<file path="config.mk">
export PLATFORM = sky130hd
export DESIGN_NAME = lz4d_decoder
export DESIGN_NICKNAME = d
export VERILOG_FILES = /design/src/sv/lz4d_pkg.sv /design/src/sv/lz4d_decoder.sv
export SDC_FILE = /design/constraint.sdc
export NUM_CORES = 1
export LEC_CHECK = 0
export BUFFER_PORTS_ARGS = -buffer_cell sky130_fd_sc_hd__buf_2
export CORE_MARGIN = 3
export CORE_UTILIZATION = 40
export CTS_CLUSTER_DIAMETER = 100
export DETAILED_ROUTE_END_ITERATION = 10
export SYNTH_ARGS = -nofsm -noshare
export SYNTH_HDL_FRONTEND = slang
export SYNTH_SLANG_ARGS = --single-unit
</file>
<file path="constraint.sdc">
create_clock -name clk -period 14.46 [get_ports clk]
set_input_delay 2.169 -clock clk [delete_from_list [all_inputs] [get_ports clk]]
set_output_delay 2.169 -clock clk [all_outputs]
set_load 0.01 [all_outputs]
</file>
<file path="src/sv/lz4d_pkg.sv">
`timescale 1ns / 1ps
package lz4d_pkg;

  localparam int HistDepthDefault = 65536;
  localparam logic [23:0] Mask24 = 24'hFFFFFF;

  typedef enum logic [1:0] {
    FUNC_BYTE  = 2'd0,
    FUNC_TICK  = 2'd1,
    FUNC_START = 2'd2,
    FUNC_NONE  = 2'd3
  } func_t;

  typedef enum logic [2:0] {
    ERR_NONE     = 3'd0,
    ERR_OFFSET   = 3'd1,
    ERR_OVERFLOW = 3'd2,
    ERR_LASTLIT  = 3'd3,
    ERR_INPUT    = 3'd4
  } err_t;

  typedef enum logic [7:0] {
    PH_TOKEN  = 8'b0000_0001,
    PH_LITEXT = 8'b0000_0010,
    PH_LIT    = 8'b0000_0100,
    PH_OFFLO  = 8'b0000_1000,
    PH_OFFHI  = 8'b0001_0000,
    PH_MATEXT = 8'b0010_0000,
    PH_COPY   = 8'b0100_0000,
    PH_HALT   = 8'b1000_0000
  } phase_t;

  typedef enum logic {
    CFG_INPUT_LENGTH = 1'b0,
    CFG_OUTPUT_LIMIT = 1'b1
  } cfg_idx_t;

  typedef struct packed {
    logic [1:0] func;
    logic [7:0] in_byte;
  } in_item_t;

  typedef struct packed {
    logic [7:0]  out_byte;
    logic        out_valid;
    logic        copy_pending;
    logic        block_done;
    logic [2:0]  error_kind;
    logic [23:0] byte_count;
  } out_item_t;

  // Result of the decoder for one beat, with a possible history write and read.
  typedef struct packed {
    logic        wr_en;
    logic        rd_en;
    logic [7:0]  lit_byte;
    logic        out_valid;
    logic        copy_pending;
    logic        block_done;
    logic [2:0]  error_kind;
    logic [23:0] byte_count;
  } dec_res_t;

endpackage

</file>
<file path="src/sv/lz4d_decoder.sv">
`timescale 1ns / 1ps
module lz4d_decoder #(
  parameter int HistDepth = lz4d_pkg::HistDepthDefault,
  parameter int AddrW = $clog2(HistDepth)
) (
  input  logic                clk,
  input  logic                rst_n,
  input  logic                step,
  input  lz4d_pkg::in_item_t  item,
  input  logic [23:0]         input_length,
  input  logic [23:0]         output_limit,
  output lz4d_pkg::dec_res_t  res,
  output logic [AddrW-1:0]    wr_addr,
  output logic [AddrW-1:0]    rd_addr
);
  import lz4d_pkg::*;

  phase_t      phase_r, phase_nxt;
  logic [3:0]  nib_r, nib_nxt;
  logic [23:0] run_r, run_nxt;
  logic [15:0] off_r, off_nxt;
  logic [23:0] inpos_r, inpos_nxt;
  logic [23:0] outpos_r, outpos_nxt;
  logic        fin_r, fin_nxt;

  logic [23:0] inp1;
  logic [24:0] lit_sat, mat_sat, run_add;
  logic [23:0] len_l;
  logic [23:0] len_m;
  logic [25:0] o_l12, o_l0, i_l8, i_l0, o_m5;
  logic [15:0] off_full;
  logic        ll_close;

  assign inp1 = inpos_r + 24'd1;
  assign run_add = {1'b0, run_r} + {17'd0, item.in_byte};
  assign lit_sat = run_add;
  assign off_full = {item.in_byte, off_r[7:0]};
  assign wr_addr = outpos_r[AddrW-1:0];
  assign rd_addr = outpos_r[AddrW-1:0] - off_r[AddrW-1:0];

  // Decode step; history traffic is issued through res.
  always_comb begin
    phase_nxt  = phase_r;
    nib_nxt    = nib_r;
    run_nxt    = run_r;
    off_nxt    = off_r;
    inpos_nxt  = inpos_r;
    outpos_nxt = outpos_r;
    fin_nxt    = fin_r;
    res        = '0;
    len_l      = '0;
    len_m      = '0;
    mat_sat    = '0;
    o_l12 = '0; o_l0 = '0; i_l8 = '0; i_l0 = '0; o_m5 = '0;
    ll_close   = 1'b0;
    case (func_t'(item.func))
      FUNC_START: begin
        phase_nxt  = PH_TOKEN;
        nib_nxt    = '0;
        run_nxt    = '0;
        off_nxt    = '0;
        inpos_nxt  = '0;
        outpos_nxt = '0;
        fin_nxt    = 1'b0;
      end
      FUNC_TICK: begin
        if (phase_r == PH_COPY) begin
          res.rd_en     = 1'b1;
          res.wr_en     = 1'b1;
          res.out_valid = 1'b1;
          outpos_nxt    = outpos_r + 24'd1;
          run_nxt       = run_r - 24'd1;
          if (run_r == 24'd1) begin
            phase_nxt = PH_TOKEN;
          end
        end
      end
      FUNC_BYTE: begin
        if (phase_r != PH_COPY && phase_r != PH_HALT) begin
          if (inpos_r >= input_length) begin
            res.error_kind = ERR_INPUT;
            res.byte_count = inpos_r;
            phase_nxt      = PH_HALT;
          end else begin
            inpos_nxt = inp1;
            // Literal length once known: token or last extension byte.
            if (phase_r == PH_TOKEN) begin
              len_l = {20'd0, item.in_byte[7:4]};
            end else begin
              len_l = lit_sat[24] ? Mask24 : lit_sat[23:0];
            end
            o_l0  = {2'b0, outpos_r} + {2'b0, len_l};
            o_l12 = o_l0 + 26'd12;
            i_l0  = {2'b0, inp1} + {2'b0, len_l};
            i_l8  = i_l0 + 26'd8;
            ll_close = (o_l12 > {2'b0, output_limit}) || (i_l8 > {2'b0, input_length});
            // Match length once known.
            if (phase_r == PH_OFFHI) begin
              mat_sat = {21'd0, nib_r} + 25'd4;
            end else begin
              mat_sat = {1'b0, (lit_sat[24] ? Mask24 : lit_sat[23:0])} + 25'd4;
            end
            len_m = mat_sat[24] ? Mask24 : mat_sat[23:0];
            o_m5  = {2'b0, outpos_r} + {2'b0, len_m} + 26'd5;
            unique case (phase_r)
              PH_TOKEN: begin
                if (inp1 == 24'd1 && output_limit == 24'd0) begin
                  if (input_length == 24'd1 && item.in_byte == 8'd0) begin
                    res.block_done = 1'b1;
                  end else begin
                    res.error_kind = (input_length != 24'd1) ? ERR_INPUT : ERR_OVERFLOW;
                  end
                  phase_nxt = PH_HALT;
                end else begin
                  nib_nxt = item.in_byte[3:0];
                  run_nxt = len_l;
                  fin_nxt = 1'b0;
                  if (item.in_byte[7:4] == 4'hF) begin
                    phase_nxt = PH_LITEXT;
                  end else begin
                    phase_nxt = PH_HALT;
                  end
                end
              end
              PH_LITEXT: begin
                run_nxt = len_l;
                phase_nxt = PH_LITEXT;
                if (!(item.in_byte == 8'hFF && ({1'b0, inp1} + 25'd15) < {1'b0, input_length})) begin
                  phase_nxt = PH_HALT;
                end
              end
              PH_LIT: begin
                res.wr_en     = 1'b1;
                res.lit_byte  = item.in_byte;
                res.out_valid = 1'b1;
                outpos_nxt    = outpos_r + 24'd1;
                run_nxt       = run_r - 24'd1;
                if (run_r == 24'd1) begin
                  if (fin_r) begin
                    res.block_done = 1'b1;
                    res.byte_count = outpos_r + 24'd1;
                    phase_nxt      = PH_HALT;
                  end else begin
                    phase_nxt = PH_OFFLO;
                  end
                end
              end
              PH_OFFLO: begin
                off_nxt   = {8'd0, item.in_byte};
                phase_nxt = PH_OFFHI;
              end
              PH_OFFHI: begin
                off_nxt = off_full;
                if (off_full == 16'd0 || {8'd0, off_full} > outpos_r) begin
                  res.error_kind = ERR_OFFSET;
                  res.byte_count = inp1;
                  phase_nxt      = PH_HALT;
                end else if (nib_r == 4'hF) begin
                  run_nxt   = 24'd15;
                  phase_nxt = PH_MATEXT;
                end else if (o_m5 > {2'b0, output_limit}) begin
                  res.error_kind = ERR_LASTLIT;
                  res.byte_count = inp1;
                  phase_nxt      = PH_HALT;
                end else begin
                  run_nxt   = len_m;
                  phase_nxt = PH_COPY;
                end
              end
              PH_MATEXT: begin
                if (({1'b0, inp1} + 25'd5) > {1'b0, input_length}) begin
                  res.error_kind = ERR_INPUT;
                  res.byte_count = inp1;
                  phase_nxt      = PH_HALT;
                end else begin
                  run_nxt = len_l;
                  if (item.in_byte != 8'hFF) begin
                    if (o_m5 > {2'b0, output_limit}) begin
                      res.error_kind = ERR_LASTLIT;
                      res.byte_count = inp1;
                      phase_nxt      = PH_HALT;
                    end else begin
                      run_nxt   = len_m;
                      phase_nxt = PH_COPY;
                    end
                  end
                end
              end
              default: begin
              end
            endcase
            // Closing literal-length handling shared by token and extension.
            if ((phase_r == PH_TOKEN && !(inp1 == 24'd1 && output_limit == 24'd0) &&
                 item.in_byte[7:4] != 4'hF) ||
                (phase_r == PH_LITEXT && phase_nxt == PH_HALT)) begin
              if (ll_close && i_l0 != {2'b0, input_length}) begin
                res.error_kind = ERR_INPUT;
                res.byte_count = inp1;
                phase_nxt      = PH_HALT;
              end else if (ll_close && o_l0 > {2'b0, output_limit}) begin
                res.error_kind = ERR_OVERFLOW;
                res.byte_count = inp1;
                phase_nxt      = PH_HALT;
              end else begin
                if (ll_close) begin
                  fin_nxt = 1'b1;
                end
                if (len_l != 24'd0) begin
                  phase_nxt = PH_LIT;
                end else if (ll_close) begin
                  res.block_done = 1'b1;
                  res.byte_count = outpos_r;
                  phase_nxt      = PH_HALT;
                end else begin
                  phase_nxt = PH_OFFLO;
                end
              end
            end
          end
        end
      end
      default: begin
      end
    endcase
    res.copy_pending = (phase_nxt == PH_COPY);
  end

  // Control state.
  always_ff @(posedge clk) begin
    if (!rst_n) begin
      phase_r  <= PH_TOKEN;
      nib_r    <= '0;
      run_r    <= '0;
      off_r    <= '0;
      inpos_r  <= '0;
      outpos_r <= '0;
      fin_r    <= 1'b0;
    end else if (step) begin
      phase_r  <= phase_nxt;
      nib_r    <= nib_nxt;
      run_r    <= run_nxt;
      off_r    <= off_nxt;
      inpos_r  <= inpos_nxt;
      outpos_r <= outpos_nxt;
      fin_r    <= fin_nxt;
    end
  end

`ifndef SYNTHESIS
  a_copy_only_in_copy: assert property (@(posedge clk) disable iff (!rst_n)
    step && res.rd_en |-> phase_r == PH_COPY) else $error("copy read outside copy");
  a_outpos_step: assert property (@(posedge clk) disable iff (!rst_n)
    step && res.wr_en |=> outpos_r == $past(outpos_r) + 24'd1)
    else $error("output position did not advance");
  a_done_err_excl: assert property (@(posedge clk) disable iff (!rst_n)
    !(res.block_done && res.error_kind != ERR_NONE)) else $error("done with error");
`endif

endmodule
</file>
Word-level counts from Yosys, hierarchy flattened
Cells that the tools add are included.

$add $sub $neg: 15. $lt $le $gt $ge: 8. Equality and inequality tests: 37. Mux-type cells: 114. Reductions and logical operators: 26.

Operators by type and width (count): 2-to-1 mux 24 bit (27); one-hot mux 24 bit (3 select lines) (3); 2-to-1 mux 8 bit (23); one-hot mux 24 bit (5 select lines) (1); 2-to-1 mux 26 bit (4); 2-to-1 mux 25 bit (4); 2-to-1 mux 28 bit (3); 2-to-1 mux 27 bit (3); greater-than comparator 26 x 24 -> 1 bit (3); adder 24 x 24 -> 25 bit (3); equality test 24 x 1 -> 1 bit (second input constant) (3); one-hot mux 16 bit (2 select lines) (2); adder 25 x 4 -> 26 bit (second input constant) (2); adder 24 x 3 -> 25 bit (second input constant) (2); greater-than comparator 25 x 24 -> 1 bit (2); adder 24 x 1 -> 24 bit (second input constant) (2); one-hot mux 24 bit (2 select lines) (1); one-hot mux 8 bit (6 select lines) (1); 2-to-1 mux 16 bit (2); 2-to-1 mux 9 bit (3); adder 25 x 3 -> 26 bit (second input constant) (1); adder 24 x 4 -> 25 bit (second input constant) (1); adder 24 x 8 -> 25 bit (1); < comparator 25 x 24 -> 1 bit (1); other kinds (48) (102).

Register bits after elaboration: 101. Input bits: 61. Output and inout port bits: 72. Logic and storage cells: 208.

Logic depth before layout (Yosys ltp)
Gate-level depths: netlist (run 1).

Depth in word-level cells: 26. Depth in mapped cells: 46. Gate-level depth less buffers: 42.

Worst setup path before layout (run 1)
OpenSTA, ideal clock, no wires.

Path type: in2out. Start: in item[0] (netlist bit). End: out res[6] (netlist bit). Arrival time: 10.405 ns. Required time: 12.291 ns. Setup slack: 1.886 ns. Stages: 42. Buffers on the path: 4. Cell sequence: ha_1 -> fa_1 -> a211oi_1 -> o21ai_1 -> and4_1 -> buf_2 -> or2_2 -> ha_1 -> inv_1 -> o22ai_1 -> and3_1 -> clkbuf_1 -> nand3_1 -> clkbuf_1 -> nand3_1 -> ha_1 -> ha_1 -> nor2b_1 -> [... 6 more ...] -> o21ai_0 -> nand2b_1 -> a21oi_1 -> o21ai_0 -> xor2_1 -> ha_1 -> a21o_1 -> a31oi_1 -> nand2_1 -> o21ai_0 -> o221ai_1 -> a31oi_1 -> o311ai_1 -> a211oi_4 -> nor2_4 -> buf_6 -> a211oi_1 -> nand2_1.

RTL lines: start: declaration (RTL line lz4d_decoder.sv:9) `input lz4d_pkg::in_item_t item,`; end: declaration (RTL line lz4d_decoder.sv:12) `output lz4d_pkg::dec_res_t res,`.

==> results, run 1 <==
- The internal power summed over all cells is 0.000601 W.
- The part of the Yosys area used for sequential elements is 9.03%.
- After synthesis, the cell types taking the most area are ha_1 17%, dfxtp_1 9.0%, xnor2_1 5.7%, a21oi_1 5.6%, nor2_1 5.3%.
- For hold timing, the worst endpoint is off_r[14].
- Timing would allow up to 72.8 MHz.
- After detailed routing, the average wire length per cell comes to 23.8 um.
- The routability congestion estimate from global placement is 1.02.
- Fill cells in the final layout number 5,870.
- The clock reaches the later pin of the worst-skew pair after 0.41 ns.
- Setup repair after global routing left no endpoint under its margin.
- The library cell appearing most often on the critical path is ha_1.
- The family with the most delay on the worst path is compound AO/OA/AOI/OAI gates.
- In this run the number of H-tree levels came out at 3.
- The required arrival time at the worst endpoint is 12.29 ns.
- Of the total synthesized cell area, the portion taken by AND, OR, NAND and NOR gates is 29.1%.
- Clock-pin slew was measured on the worst setup and hold paths at 0.07 ns.
- The first-pass GRT wire length is 142 mm.
- Multiplexer cells account for 1.09% of the synthesized area.
- From synthesis to final layout, the design area changed by 6.74%.
- The clock tree from TritonCTS is yes.
- Setup violations remaining at the end of the flow were counted as 0.
- The switching power as a share of total power is 46.0%.
- After detailed routing, the number of remaining DRC violations is 0.
- STA classifies the critical path startpoint as an input port.
- By area, the combinational part of the netlist is dominated by simple AND/OR/NAND/NOR gates.
- In the layout the commonest cells are 315 x nor2_1, 309 x ha_1, 268 x nand2_1, 250 x a21oi_1, 234 x o21ai_0.
- The flow ran to the end, and the final reports show no timing, DRC or antenna violations.
- The async set or reset register ratio after synthesis is 0%.
- The total power of the final layout is 0.00111 W.
- Clock tree synthesis selected as its root buffer the cell clkbuf_16.
- Counting instances, the worst hold path has a depth of 2.
- The arithmetic-cell share of the synthesized area counting full adders, half adders and majority gates is 17.7%.
- When the netlist entered floorplanning its net count stood at 3,594.
- The aggregate negative setup slack is 0 ns.
- The worst setup path is of the input port to output pin kind.
- Of all cell types, the one taking the most synthesized area is ha_1.
- The worst path uses 95.0% of the clock period.
- Summed over its instances, the top area cell type makes up 17.3% of the synthesized netlist area.
- The arrival time of the worst setup path is 11.57 ns.
- After layout, the worst setup slack is 0.716 ns.
- The number of different library cells used by synthesis comes to 121.
- In this run the horizontal extent of the chip is 243 um.
- The clock net sink count is 101.
- For this design the total switching power over the nets is 0.000511 W.
- The number of global-route vias before repair is 23,000.
- The HPWL after detailed placement is 76.1 mm.
- The number of pins with negative max-slew slack in the final report is 0.
- The worst path needs 13.74 ns of the cycle, external delays included.
- The maximum number of pins on one net before global-route repair is 83.
- The clock skew after layout is 0.0187 ns.
- In this run, the number of DRC markers left after iteration 0 of detailed routing was 3,371.
- Of the total synthesized cell area, the portion taken by XOR and XNOR cells is 8.99%.
- The hold violation total from the final report is 0.
- Headroom to the max-slew limit came out at 14.8%.
- The worst register-to-register path has a depth of 40.
- Global routing used 30.7% of the available tracks across all layers.
- Input and output buffers added on the ports amount to 132.
- The number of cells in the design after placement is 3,977.
- The part of the power in the clock network is 23.1%.
- The combinational cell fraction of total power is 50.5%.
- Wires add up to 95.3 mm.
- The die height is 243 um.
- The die covers 0.0588 sq mm.
- The number of vias per cell is 6.44.
- The share of the synthesized area in compound gates (AO/OA/AOI/OAI) is 27.5%.
- In this run the static leakage power is 10.1 nW.
- The total area inside the core boundary comes to 0.0552 sq mm.
- The number of antenna violations at the first check in global routing is 3.
- The total overflow left after global routing is 0.
- Leaving out fill and tap cells, the most frequent cell in the layout is nor2_1.
- Counting flops with a built-in enable in the synthesized netlist gives 0.
- For flop-to-flop paths, the worst setup slack is 3.62 ns.
- The synthesized flop and latch total is 101.
- The TritonCTS buffer count is 9.
- For this design the ratio of total power to cell area is 46.5 mW/mm^2.
- At the pin with the least slew margin, the transition time is 1.27 ns.
- The number of warning messages in the yosys log is 0.
- The startpoint identified for the worst hold timing path is off_r[14].
- The total of max-cap violations is 0.
- Summing over every cut layer, the via total after detailed routing is 25,700.
- In the synthesized netlist the dominant register cell turns out to be dfxtp_1.
- The fraction of final layout cells sized beyond drive strength 1 is 9.20%.
- The slowest library cell on the worst path is fa_1.
- The count of nets left with antenna violations once routing finished came out at 0.
- The capture instance of the worst register-to-register path is run_r[2].
- After the flow finishes, the layout carries non-filler instances totaling 3,998.
- The worst setup path is captured at an output pin.
- The worst hold path class is flip-flop to flip-flop.
- The largest stage delay on the critical path is 0.44 ns.
- Before antenna repair, the detailed router went through 6 iterations.
- Counting both buffers and inverters, the worst setup path holds a total of 6.
- The minimum hold slack is 0.461 ns.
- The initial core utilization is 40.6%.
- After synthesis, the mean cell area works out to 6.96 sq um.
- The total I/O pin count is 133.
- Of the total power, registers draw 26.4%.
- OpenSTA, run right after detailed placement, puts the worst setup slack at 0.375 ns.
- Of all nets on the critical path, the largest fanout is 19.
- In this run the cell area of the synthesized design comes to 0.0224 sq mm.
- The buffer levels on the longest clock path is 2.
- The cell count after synthesis came out at 3,219.
- After the last flow step, the layout net total stands at 3,619.
- In this run the critical register-to-register path is launched from run_r[17].
- Row generation in the floorplan step produced 86 rows.
- The largest voltage drop on the vdd net is 0.0657 mV.
==> stage by stage <==
stage | cell area [sq um] | utilization, %
2_1_floorplan | 22400 | -
3_3_place_gp | 23600 | 42.7
3_5_place_dp | 23600 | 42.7
4_1_cts | 23800 | 43.2
5_1_grt | 23900 | 43.3
6_report | 23900 | 43.3
==> cell families (layout without fill, tap and decap cells) <==
kind of cell,after synthesis,in the layout
buffers and inverters,341,371
AND/OR/NAND/NOR,1268,1268
XOR/XNOR,219,219
AO/OA/AOI/OAI,953,953
adder cells (fa/ha/maj),314,314
flip-flops,101,101
other,0,1
multiplexers,23,23
==> cell usage after synthesis (44+ instances only) <==
cell type	instances
a211oi_1	50
a21oi_1	251
a31oi_1	49
and3_1	60
clkbuf_1	130
dfxtp_1	101
ha_1	309
inv_1	166
nand2_1	268
nand3_1	123
nand4_1	74
nor2_1	315
nor3_1	103
nor4_1	53
o211ai_1	44
o21ai_0	234
xnor2_1	146
xor2_1	66
==> flip-flops by register name, summed over array words and instances, names as in the netlist <==
name      flops
off_r        16
inpos_r      24
nib_r         4
fin_r         1
run_r        24
phase_r       8
outpos_r     24
==> layer usage <==
| metal | vias to the layer above | GRT usage (%) | part of all wire [%] |
|---|---|---|---|
| li1 | 12000 | - | - |
| met1 | 12000 | 41.9 | 42 |
| met2 | 1480 | 47.2 | 42 |
| met3 | 250 | 5.46 | 10 |
| met4 | 2 | 13.9 | 5.3 |
| met5 | - | 0 | 0.014 |
==> power groups by stage <==
| stage | Combinational [W] | Sequential (W) | Clock (W) |
|---|---|---|---|
| 2_1_floorplan | 0.000377 | 0.000293 | 0 |
| 3_3_place_gp | 0.000542 | 0.000300 | 0 |
| 3_5_place_dp | 0.000540 | 0.000300 | 0 |
| 4_1_cts | 0.000544 | 0.000293 | 0.000258 |
| 5_1_grt | 0.000610 | 0.000294 | 0.000266 |
| 6_report | 0.000562 | 0.000294 | 0.000256 |
==> how the worst max path moves through the flow <==
stage | startpoint | to | slack [ns] | depth (start not counted)
3_5_place_dp | item[0] | res[1] | 0.37 | 41
6_report | item[0] | res[1] | 0.72 | 43
2_1_floorplan | item[0] | res[6] | 1.89 | 42
4_1_cts | item[0] | res[1] | 0.31 | 42
5_1_grt | item[0] | res[1] | 0.05 | 44
3_3_place_gp | item[0] | res[1] | 0.59 | 41
==> area by class of cell <==
class / count / area, sq um / area share (%)
multi-input combinational: 2777 / 19000 / 79.3
sequential: 101 / 2020 / 8.46
timing repair buffer: 187 / 1070 / 4.49
tap: 748 / 936 / 3.92
inverter: 168 / 631 / 2.64
clock buffer: 10 / 229 / 0.958
clock inverter: 6 / 47.5 / 0.199
antenna: 1 / 2.50 / 0.0105
==> worst min-delay path: cells and delay by family, from the launching register on <==
kind | cells | cell delay [ns]
AND/OR/NAND/NOR | 1 | 0.05
AO/OA/AOI/OAI | 1 | 0.05
flip-flops | 1 | 0.31
==> timing repair <==
action | in CTS | in global routing
setup endpoints to repair | 0 | 24
gates resized for setup | 0 | 5
hold buffers | 0 | 0
buffers inserted | 0 | 4
Note: power is estimated with default switching activity, not from simulation.
==> run 2: changes to the inputs <==
--- a/config.mk
+++ b/config.mk
@@ -6,7 +6,7 @@
 export NUM_CORES = 1
 export LEC_CHECK = 0
 export BUFFER_PORTS_ARGS = -buffer_cell sky130_fd_sc_hd__buf_2
-export CORE_MARGIN = 3
+export CORE_MARGIN = 2
 export CORE_UTILIZATION = 40
 export CTS_CLUSTER_DIAMETER = 100
 export DETAILED_ROUTE_END_ITERATION = 10
==> results, run 2 (same netlist as run 1, synthesis figures left out) <==
- The largest registers in the layout are inpos_r x24, outpos_r x24, run_r x24.
- The analysis attributes to net switching a power of 0.000504 W.
- The leakage dissipation is 10.2 nW.
- The largest individual stage delay along the critical path comes from the cell fa_1.
- The final number of setup-violating endpoints is 0.
- TritonCTS built the clock tree.
- The worst hold path begins at off_r[13].
- The cell count of the worst reg-to-reg path is 39.
- Once placement completed, the tool counted placed cells totaling 3,979.
- The area growth from synthesis to layout is 6.96%.
- Row generation in the floorplan step produced 86 rows.
- The part of the power in the clock network is 24.4%.
- STA puts the critical path data required time at 12.29 ns.
- The H-tree was split into 3 levels.
- The largest stage delay on the critical path is 0.43 ns.
- The share of the cycle needed by the critical path after routing is 95.8%.
- The post-detailed-route wirelength per cell is 24.3 um.
- The sequential cells in the finished layout cover a total of 0.00202 sq mm.
- The worst slew margin relative to its limit is 13.2%.
- The number of nets in the finished design is 3,619.
- The core box area is 0.0552 sq mm.
- The worst setup path startpoint is item[0].
- For the pin with the worst max-slew slack, the measured transition is 1.29 ns.
- The setup slack of the worst register-to-register path is 4.19 ns.
- The critical setup path kind is input port to output pin.
- Entering global routing, the biggest net connects 83 pins.
- The total power of the final layout is 0.00114 W.
- At the worst endpoint, the arrival time is 11.69 ns.
- The count of vias placed by the detailed router is 25,700.
- The first global-routing pass estimated 144 mm of wire.
- The tree built by TritonCTS fans out to 101 sinks.
- The master cell of the clock root buffer is clkbuf_16.
- The routability congestion estimate from global placement is 1.02.
- Dividing total power by cell area gives a power density of 47.4 mW/mm^2.
- The non-filler instance count after layout is 3,998.
- The post-layout minimum cycle time is 13.85 ns.
- The multi-input combinational cells in the finished layout cover a total of 0.0190 sq mm.
- In this run the worst hold path is classified as flip-flop to flip-flop.
- In the global route stage, overall resource usage came out at 32.4%.
- The detail route stage leaves a number of antenna-violating nets equal to 0.
- The DRC violation total after the first TritonRoute iteration is 3,128.
- Per report_power, the sequential group accounts for 25.9% of the total.
- The clock-pin transition on the worst setup and hold timing paths is 0.07 ns.
- After legalization and detailed placement, the total HPWL measured 77.7 mm.
- The clock skew after layout is 0.0196 ns.
- The hold violation total from the final report is 0.
- Net switching is 44.4% of the power.
- The worst register-to-register path begins at run_r[17].
- Based on the critical path, the design can be clocked at up to 72.2 MHz.
- The fraction of final layout cells sized beyond drive strength 1 is 9.20%.
- In the routed layout, each cell is associated on average with a via count of 6.42.
- The total detailed-routing wirelength is 97.2 mm.
- Input and output buffers added on the ports amount to 132.
- The number of pins with negative max-slew slack in the final report is 0.
- The source-to-sink clock delay at the later pin of the worst-skew pair is 0.38 ns.
- The flow ran to the end, and the final reports show no timing, DRC or antenna violations.
- The initial core utilization is 40.6%.
- The internal power summed over all cells is 0.000631 W.
- Across the run, the number of max-cap violations was 0.
- The total die area is 0.0579 sq mm.
- The biggest fanout along the worst timing path is 19.
- The worst hold path stage count is 2.
- Setup repair after global routing left no endpoint under its margin.
- The worst-case IR drop observed on VDD is 0.0752 mV.
- The startpoint class of the critical path is an input port.
- The total I/O pin count is 133.
- The area of all placed cells without fillers is 0.0239 sq mm.
- In this run the cell area measured after placement is 0.0236 sq mm.
- The number of global-route vias before repair is 22,900.
- After detailed routing, the number of remaining DRC violations is 0.
- The first detailed-routing pass took 5 iterations.
- The minimum hold slack is 0.455 ns.
- The combinational cell fraction of total power is 49.6%.
- The top cell types in the final layout, fill and taps aside, are 315 x nor2_1, 309 x ha_1, 268 x nand2_1, 250 x a21oi_1, 234 x o21ai_0.
- The library cell used most frequently in the layout, excluding fill and tap cells, is nor2_1.
- The TritonCTS buffer count is 9.
- The die height is 241 um.
- The horizontal die dimension is 241 um.
- The number of antenna violations at the first check in global routing is 3.
- The total congestion overflow is 0.
- The buffer levels on the longest clock path is 2.
- STA classifies the critical path endpoint as an output pin.
- Setup total negative slack on the finished layout was measured at 0 ns.
- The library cell appearing most often on the critical path is ha_1.
- The number of filler instances in the final layout is 5,940.
[run 2: layer usage]
layer | global-route usage (%) | vias up | part of all wire (%)
met4 | 16.4 | 4 | 5.8
met5 | 0 | - | 0.028
li1 | - | 12000 | -
met2 | 49.7 | 1452 | 43
met3 | 5.34 | 255 | 9.8
met1 | 43.7 | 11900 | 42
[run 2: worst max-delay path: cells and delay by family]
kind,cells,cell delay (ns)
buffers and inverters,8,1.36
xor gates and xnor gates,1,0.17
AOI/OAI and AO/OA,20,4.48
and+or+nand+nor,9,1.69
adders and majority gates,6,1.80
[run 2: final timing paths]
kind / endpoint
worst min-delay path: off_r[13]
worst min register to register: off_r[13]
worst max register to register: run_r[9]
worst max-delay path: res[1]
[run 2: cell type report]
type                    count  share of cell area (%)
clock inverters             4                   0.219
diodes                      1                  0.0104
inverters                 168                    2.63
repair buffers            187                    4.53
multi-input cells        2777                    79.1
well taps                 748                    3.91
clock buffers              12                    1.11
flip-flops and latches    101                    8.44
[run 2: what timing repair did]
| action | CTS | global route |
|---|---|---|
| buffers inserted | 0 | 2 |
| hold buffers | 0 | 0 |
| hold endpoints to repair | 0 | 0 |
| resized for setup | 0 | 4 |
| setup endpoints to repair | 0 | 25 |
[run 2: metrics by stage]
| stage | util, % | worst slack (ns) |
|---|---|---|
| 5_1_grt | 43.4 | 0.0358 |
| 2_1_floorplan | - | 1.89 |
| 4_1_cts | 43.3 | 0.381 |
| 6_report | 43.4 | 0.605 |
| 3_3_place_gp | 42.7 | 0.621 |
| 3_5_place_dp | 42.7 | 0.434 |
[run 2: power groups by stage]
| stage | registers (W) | logic, W | clock network (W) |
|---|---|---|---|
| after global routing | 0.000294 | 0.000609 | 0.000286 |
| final | 0.000294 | 0.000563 | 0.000277 |
| after CTS | 0.000293 | 0.000546 | 0.000278 |
| after detailed placement | 0.000300 | 0.000542 | 0 |
| after global placement | 0.000300 | 0.000544 | 0 |
| after floorplan | 0.000293 | 0.000377 | 0 |
